## src/isfa_pkg.sv

```systemverilog
`timescale 1ns / 1ps

package isfa_pkg;

  localparam int GAIN_W              = 24;
  localparam int FORCE_W             = 48;
  localparam int ROOT_FRAC           = 16;
  localparam int POSITION_BITS_DEF   = 24;
  localparam int FORCE_FRAC_BITS_DEF = 16;
  localparam logic [GAIN_W-1:0] GAIN_RESET = 24'd22788;

  typedef enum logic [3:0] {
    ST_IDLE,
    ST_DISPATCH,
    ST_SQUARE,
    ST_CHECK,
    ST_NUMER,
    ST_ROOT,
    ST_MULT,
    ST_DIVIDE,
    ST_ACCUM,
    ST_FINISH
  } isfa_state_t;

  typedef struct packed {
    logic       load;
    logic       sq;
    logic       numer;
    logic [1:0] axis;
    logic       zero_mark;
    logic       root_init;
    logic       root_step;
    logic       mul_step;
    logic       div_step;
    logic       accum;
    logic       emit;
  } isfa_cmd_t;

  typedef struct packed {
    logic present;
    logic last;
    logic s_zero;
    logic out_blocked;
  } isfa_stat_t;

endpackage

```

## src/isfa_ctrl.sv

```systemverilog
`timescale 1ns / 1ps

module isfa_ctrl import isfa_pkg::*; #(
  parameter int POSITION_BITS   = POSITION_BITS_DEF,
  parameter int FORCE_FRAC_BITS = FORCE_FRAC_BITS_DEF
) (
  input  logic       clk,
  input  logic       rst_n,
  input  logic       in_valid,
  output logic       in_ready,
  output isfa_cmd_t  cmd,
  input  isfa_stat_t stat
);

  localparam int RB   = POSITION_BITS + 1 + ROOT_FRAC;
  localparam int QB   = GAIN_W + FORCE_FRAC_BITS;
  localparam int MAXS = (RB > QB) ? RB : QB;
  localparam int CW   = $clog2(MAXS + 1);

  isfa_state_t   state_r, state_nxt;
  logic [CW-1:0] cnt_r, cnt_nxt;

  always_ff @(posedge clk) begin
    if (!rst_n) begin
      state_r <= ST_IDLE;
      cnt_r   <= '0;
    end else begin
      state_r <= state_nxt;
      cnt_r   <= cnt_nxt;
    end
  end

  always_comb begin
    state_nxt = state_r;
    cnt_nxt   = cnt_r + CW'(1);
    in_ready  = 1'b0;
    cmd       = '0;
    cmd.axis  = cnt_r[1:0];
    case (state_r)
      ST_IDLE: begin
        in_ready = 1'b1;
        cnt_nxt  = '0;
        if (in_valid) begin
          cmd.load  = 1'b1;
          state_nxt = ST_DISPATCH;
        end
      end
      ST_DISPATCH: begin
        cnt_nxt   = '0;
        state_nxt = stat.present ? ST_SQUARE : ST_FINISH;
      end
      ST_SQUARE: begin
        cmd.sq = 1'b1;
        if (cnt_r == CW'(2)) begin
          cnt_nxt   = '0;
          state_nxt = ST_CHECK;
        end
      end
      ST_CHECK: begin
        cnt_nxt = '0;
        if (stat.s_zero) begin
          cmd.zero_mark = 1'b1;
          state_nxt     = ST_FINISH;
        end else begin
          cmd.root_init = 1'b1;
          state_nxt     = ST_NUMER;
        end
      end
      ST_NUMER: begin
        cmd.numer = 1'b1;
        if (cnt_r == CW'(2)) begin
          cnt_nxt   = '0;
          state_nxt = ST_ROOT;
        end
      end
      ST_ROOT: begin
        cmd.root_step = 1'b1;
        if (cnt_r == CW'(RB - 1)) begin
          cnt_nxt   = '0;
          state_nxt = ST_MULT;
        end
      end
      ST_MULT: begin
        cmd.mul_step = 1'b1;
        if (cnt_r == CW'(RB - 1)) begin
          cnt_nxt   = '0;
          state_nxt = ST_DIVIDE;
        end
      end
      ST_DIVIDE: begin
        cmd.div_step = 1'b1;
        if (cnt_r == CW'(QB - 1)) begin
          cnt_nxt   = '0;
          state_nxt = ST_ACCUM;
        end
      end
      ST_ACCUM: begin
        cmd.accum = 1'b1;
        state_nxt = ST_FINISH;
      end
      ST_FINISH: begin
        cnt_nxt = '0;
        if (!stat.last) begin
          state_nxt = ST_IDLE;
        end else if (!stat.out_blocked) begin
          cmd.emit  = 1'b1;
          state_nxt = ST_IDLE;
        end
      end
      default: begin
        state_nxt = ST_IDLE;
      end
    endcase
  end

endmodule

```

## config.mk

```make
export PLATFORM = sky130hd
export DESIGN_NAME = isfa_ctrl
export DESIGN_NICKNAME = d
export VERILOG_FILES = /design/src/isfa_pkg.sv /design/src/isfa_ctrl.sv
export SDC_FILE = /design/constraint.sdc
export NUM_CORES = 1
export LEC_CHECK = 0
export ABC_AREA = 1
export BUFFER_PORTS_ARGS = -buffer_cell sky130_fd_sc_hd__buf_2
export CAP_MARGIN = 20
export CELL_PAD_IN_SITES_DETAIL_PLACEMENT = 1
export CELL_PAD_IN_SITES_GLOBAL_PLACEMENT = 2
export CORE_ASPECT_RATIO = 1.1
export CORE_UTILIZATION = 27
export CTS_BUF_LIST = sky130_fd_sc_hd__clkbuf_4 sky130_fd_sc_hd__clkbuf_8
export DETAILED_ROUTE_END_ITERATION = 7
export PLACE_DENSITY_LB_ADDON = 0.1
export SLEW_MARGIN = 20
export SYNTH_ARGS = -nofsm -noshare
export SYNTH_HDL_FRONTEND = slang
export SYNTH_SLANG_ARGS = --single-unit
```

## constraint.sdc

```tcl
create_clock -name clk -period 1.5 [get_ports clk]
set_input_delay 0.075 -clock clk [delete_from_list [all_inputs] [get_ports clk]]
set_output_delay 0.075 -clock clk [all_outputs]
set_load 0.01 [all_outputs]
```

Word level (Yosys, flattened, before mapping)
Index checks and enable logic that the tools add are counted.
{"block": "totals", "regBits": 10, "inputBits": 7, "wordCells": 57}
{"block": "classes", "add_sub_neg": 1, "reduce_logical": 5, "n_eq_ne": 19, "n_mux": 30}
{"cell": "4-bit 2-to-1 mux", "count": 10}
{"cell": "4-bit case mux with 10 select lines", "count": 1}
{"cell": "6-bit case mux with 4 select lines", "count": 1}
{"cell": "6-bit 2-to-1 mux", "count": 3}
{"cell": "4-bit by 3-bit equality test with 1-bit output (second input constant)", "count": 4}
{"cell": "1-bit 2-to-1 mux", "count": 14}
{"cell": "6-bit equality test (second input constant)", "count": 2}
{"cell": "2-bit inequality test (second input constant)", "count": 6}
{"cell": "4-bit by 2-bit equality test with 1-bit output (second input constant)", "count": 2}
{"cell": "4-bit equality test (second input constant)", "count": 2}
{"cell": "7-bit AND reduction", "count": 1}
{"cell": "6-bit by 1-bit adder with 6-bit output (second input constant)", "count": 1}
{"cell": "6-bit by 2-bit equality test with 1-bit output (second input constant)", "count": 1}
{"cell": "4-bit by 1-bit equality test with 1-bit output (second input constant)", "count": 1}
{"cell": "4-bit zero test", "count": 1}
{"cell": "2-bit OR reduction", "count": 2}
{"cell": "4-bit OR reduction", "count": 1}
{"cell": "3-bit inequality test (second input constant)", "count": 1}
{"cell": "2-bit 2-to-1 mux", "count": 1}

Depth between registers and ports, before layout
{"block": "logic_depth", "depth_word": 3, "mapped_depth": 10}

Worst setup path after synthesis
Ideal clock, no wire load.
{"block": "synth_path", "kind": "register to register", "startpoint": "reg cnt_r[1]", "endpoint": "reg cnt_r[3]", "path_stages_with_launch": 7, "n_path_buf": 0, "t_arrival_ns": 1.163, "setup_slack_ns": 0.216, "setup_ns": 0.121, "path_cell_list": "dfxtp_1 > ha_1 > nand2_1 > o21ai_0 > nand2_1 > o21ai_2 > nor3_1"}
{"block": "synth_between", "elab_chain_cells": 3, "elab_cells_between_ends": 8, "classes_between": "add/sub: 1; eq/ne: 3; mux: 4"}
{"item": "start, declared", "line": "isfa_ctrl.sv:21", "rtl": "logic [CW-1:0] cnt_r, cnt_nxt;"}
{"item": "start signal, assigned", "line": "isfa_ctrl.sv:29", "rtl": "cnt_r <= cnt_nxt;"}
{"item": "6-bit by 1-bit adder with 6-bit output (tied with other cells)", "line": "isfa_ctrl.sv:35", "rtl": "cnt_nxt = cnt_r + CW'(1);"}
{"item": "6-bit 2-to-1 mux (on tied branches)"}
{"item": "6-bit case mux with 4 select lines *", "line": "isfa_ctrl.sv:39", "rtl": "case (state_r)"}
Every way passes the cells marked *; elsewhere a longest branch is shown, timed or not.
A chain may end at the register's enable or synchronous reset.

Worst setup path after layout
{"block": "layout_path", "startpoint": "reg state_r[2]", "endpoint": "reg state_r[1]"}
{"block": "layout_between", "elab_chain_cells": 3, "elab_cells_between_ends": 19, "classes_between": "eq/ne: 16; mux: 1; reduce/logical: 2"}
{"item": "start, declared", "line": "isfa_ctrl.sv:20", "rtl": "isfa_state_t state_r, state_nxt;"}
{"item": "start signal, assigned", "line": "isfa_ctrl.sv:28", "rtl": "state_r <= state_nxt;"}
{"item": "4-bit equality test (tied with other cells)", "line": "isfa_ctrl.sv:39"}
{"item": "3-bit inequality test (no source line) / 2-bit inequality test (equally long branches)"}
{"item": "7-bit AND reduction (no source line)"}
Parallel ways exist; a longest one is shown, timed or not.

==> impl_metrics.tcl <==
set metrics [dict create \
    io_pins 20 \
    post_drt_wl_per_cell_um 11.4 \
    routed_wl_um 2060 \
    p_leak_uw 0.000502 \
    worst_slew_pin_slew_ps 320 \
    rows 19 \
    drv_cap 0 \
    synth_seq_cells 10 \
    period_share 0.919 \
    final_area_um2 946 \
    final_common_cell "nor2_1" \
    worstHoldPathType "in -> reg" \
    num_vias 839 \
    clock-sinks 10 \
    root_buffer "clkbuf_4" \
    ant_nets 0 \
    design.die.area_mm2 0.00299 \
    tns_ps 0 \
    syn_nets 136 \
    area_delta_synth_final_pct 26.2 \
    clockBufferDepth 2 \
    worstPathRequired_ps 1690 \
    clock_skew_ps 2.37 \
    viasPerCell 4.66 \
    muxShareOfSynthArea 0 \
    hold_viol 0 \
    grt_setup_unrepaired "true" \
    end_kind "flop" \
    cp_max_fo 6 \
    synthXorXnorAreaFrac 0.0234 \
    synth_top_area_share 0.267 \
    insertion_delay_ps 260 \
    worstPathArrival_ps 1570 \
    synth_compound_area_frac 0.0584 \
    diodes 0 \
    hpwlAfterDp_um 1750 \
    grt_pass1_vias 799 \
    port_buffers 19 \
    maxSlewHeadroom 0.785 \
    cts_made_buffers 3 \
    cts.clk_slew.worst_paths_ps 60 \
    ys_seq_area_frac 0.267 \
    synth-simple-area-share 0.471 \
    ys.warnings.count 0 \
    syn-cell-area_um2 749 \
    ctsHoldBuffers 0 \
    crit_type "reg -> reg" \
    setup_viol 0 \
    pre_cts_slack_ps 78.9 \
    detail_route.iter0.violations 6 \
    start_kind "flop" \
    synth_top_family_by_area "simple AND/OR/NAND/NOR gates" \
    post_cts_buffers 0 \
    grt_antenna_before_repair 0 \
    core_area_mm2 0.00257 \
    slew_violations 0 \
    ys_types 19 \
    place_area_um2 891 \
    p_per_area_mw_per_mm2 1400 \
    fp.dieH_um 57.3 \
    initial_core_util 0.292 \
    post-synth-top-area-cell "dfxtp_1" \
    ir_worst_vdd_v 0.000559 \
    nets 161 \
    min_period_ps 1380 \
    drtPass1Iterations 4 \
    status "completed" \
    die_x_um 52.2 \
    grt_max_degree 8 \
    fmax_ghz 0.726 \
    drc 0 \
    cts_tree "yes" \
    gr-total-overflow 0 \
    htreeDepth 1 \
    drive_gt1_frac 0.295 \
    grt_usage 0.153 \
    post_synth.cell_area_avg_um2 5.95 \
    final_cell_mix "24 x nor2_1, 23 x nand2_1, 19 x buf_2" \
    place_congestion 0.772 \
    syn-instance-count 126 \
    grt_pass1_wl_um 3420 \
    setup_slack_ps 122 \
    ys_top_cells_by_area "dfxtp_1 27%, nor2_1 13%, nand2_1 12%" \
    final_util 0.368 \
    synth_fa_ha_area_frac 0.0501 \
]
==> critical path, stage by stage, from the launching register on <==
cell and delay (ps):
dfxtp_1 500, nand3_1 150, nor2_1 160, nand2_1 80
nand2_2 100, inv_2 80, nand2_2 70, nand2_1 50
a21oi_1 120
==> worst paths after layout <==
kind / from / endpoint / slack, ps / cells past startpoint
worst min-delay path: rst_n / cnt_r[1] / 100 / 3
worst min register to register: state_r[1] / state_r[1] / 530 / 2
worst max register to register: state_r[2] / state_r[1] / 120 / 8
worst max-delay path: state_r[2] / state_r[1] / 120 / 8
==> kinds of logic (layout without fill, tap and decap cells) <==
group	after synthesis	after routing
simple gates	79	79
compound gates	8	8
xor+xnor	2	2
flops	10	10
fa+ha+maj	3	3
buf+inv	24	47
==> synthesized netlist by cell type (all sizes together) <==
cell type and number:
o21ai 4, xor2 1, ha 3, nand3b 2, nor3 3, nand3 16
nand2 27, inv 22, dfxtp 10, xnor2 1, a21oi 4, nand4 1
buf 2, nor2 30
==> metal layers <==
| metal | vias up | GRT usage | part of all wire |
|---|---|---|---|
| li1 | 439 | - | - |
| met4 | 0 | 0.0338 | 0.0049 |
| met2 | 18 | 0.293 | 0.55 |
| met3 | 2 | 0.0320 | 0.044 |
| met1 | 380 | 0.167 | 0.40 |
| met5 | - | 0 | 0 |
==> flip-flops by register name, summed over array words and instances (netlist names) <==
register,flops
cnt_r,6
state_r,4
==> through the flow <==
step / hold slack (ps) / std cells / total power, uW
2_1_floorplan: 198 / 126 / 876
3_3_place_gp: 374 / 177 / 1090
3_5_place_dp: 390 / 177 / 1100
4_1_cts: 111 / 180 / 1290
5_1_grt: 98.0 / 180 / 1450
6_report: 101 / 180 / 1320
==> cell type report <==
type	count	area, um^2
fillers	358	1620
multi-input cells	92	480
flip-flops and latches	10	204
repair buffers	22	118
inverters	22	82.6
well taps	31	38.8
clock buffers	3	22.5
==> power breakdown <==
group	switching, uW	total (uW)	internal (uW)
registers	84.3	403	319
clock network	87.5	180	92.5
logic	463	741	278
==> what timing repair did <==
item                       4_1_cts  5_1_grt
setup endpoints to repair        0       14
hold endpoints to repair         0        0
resized for setup                0       12
(Power assumes the default switching activity.)
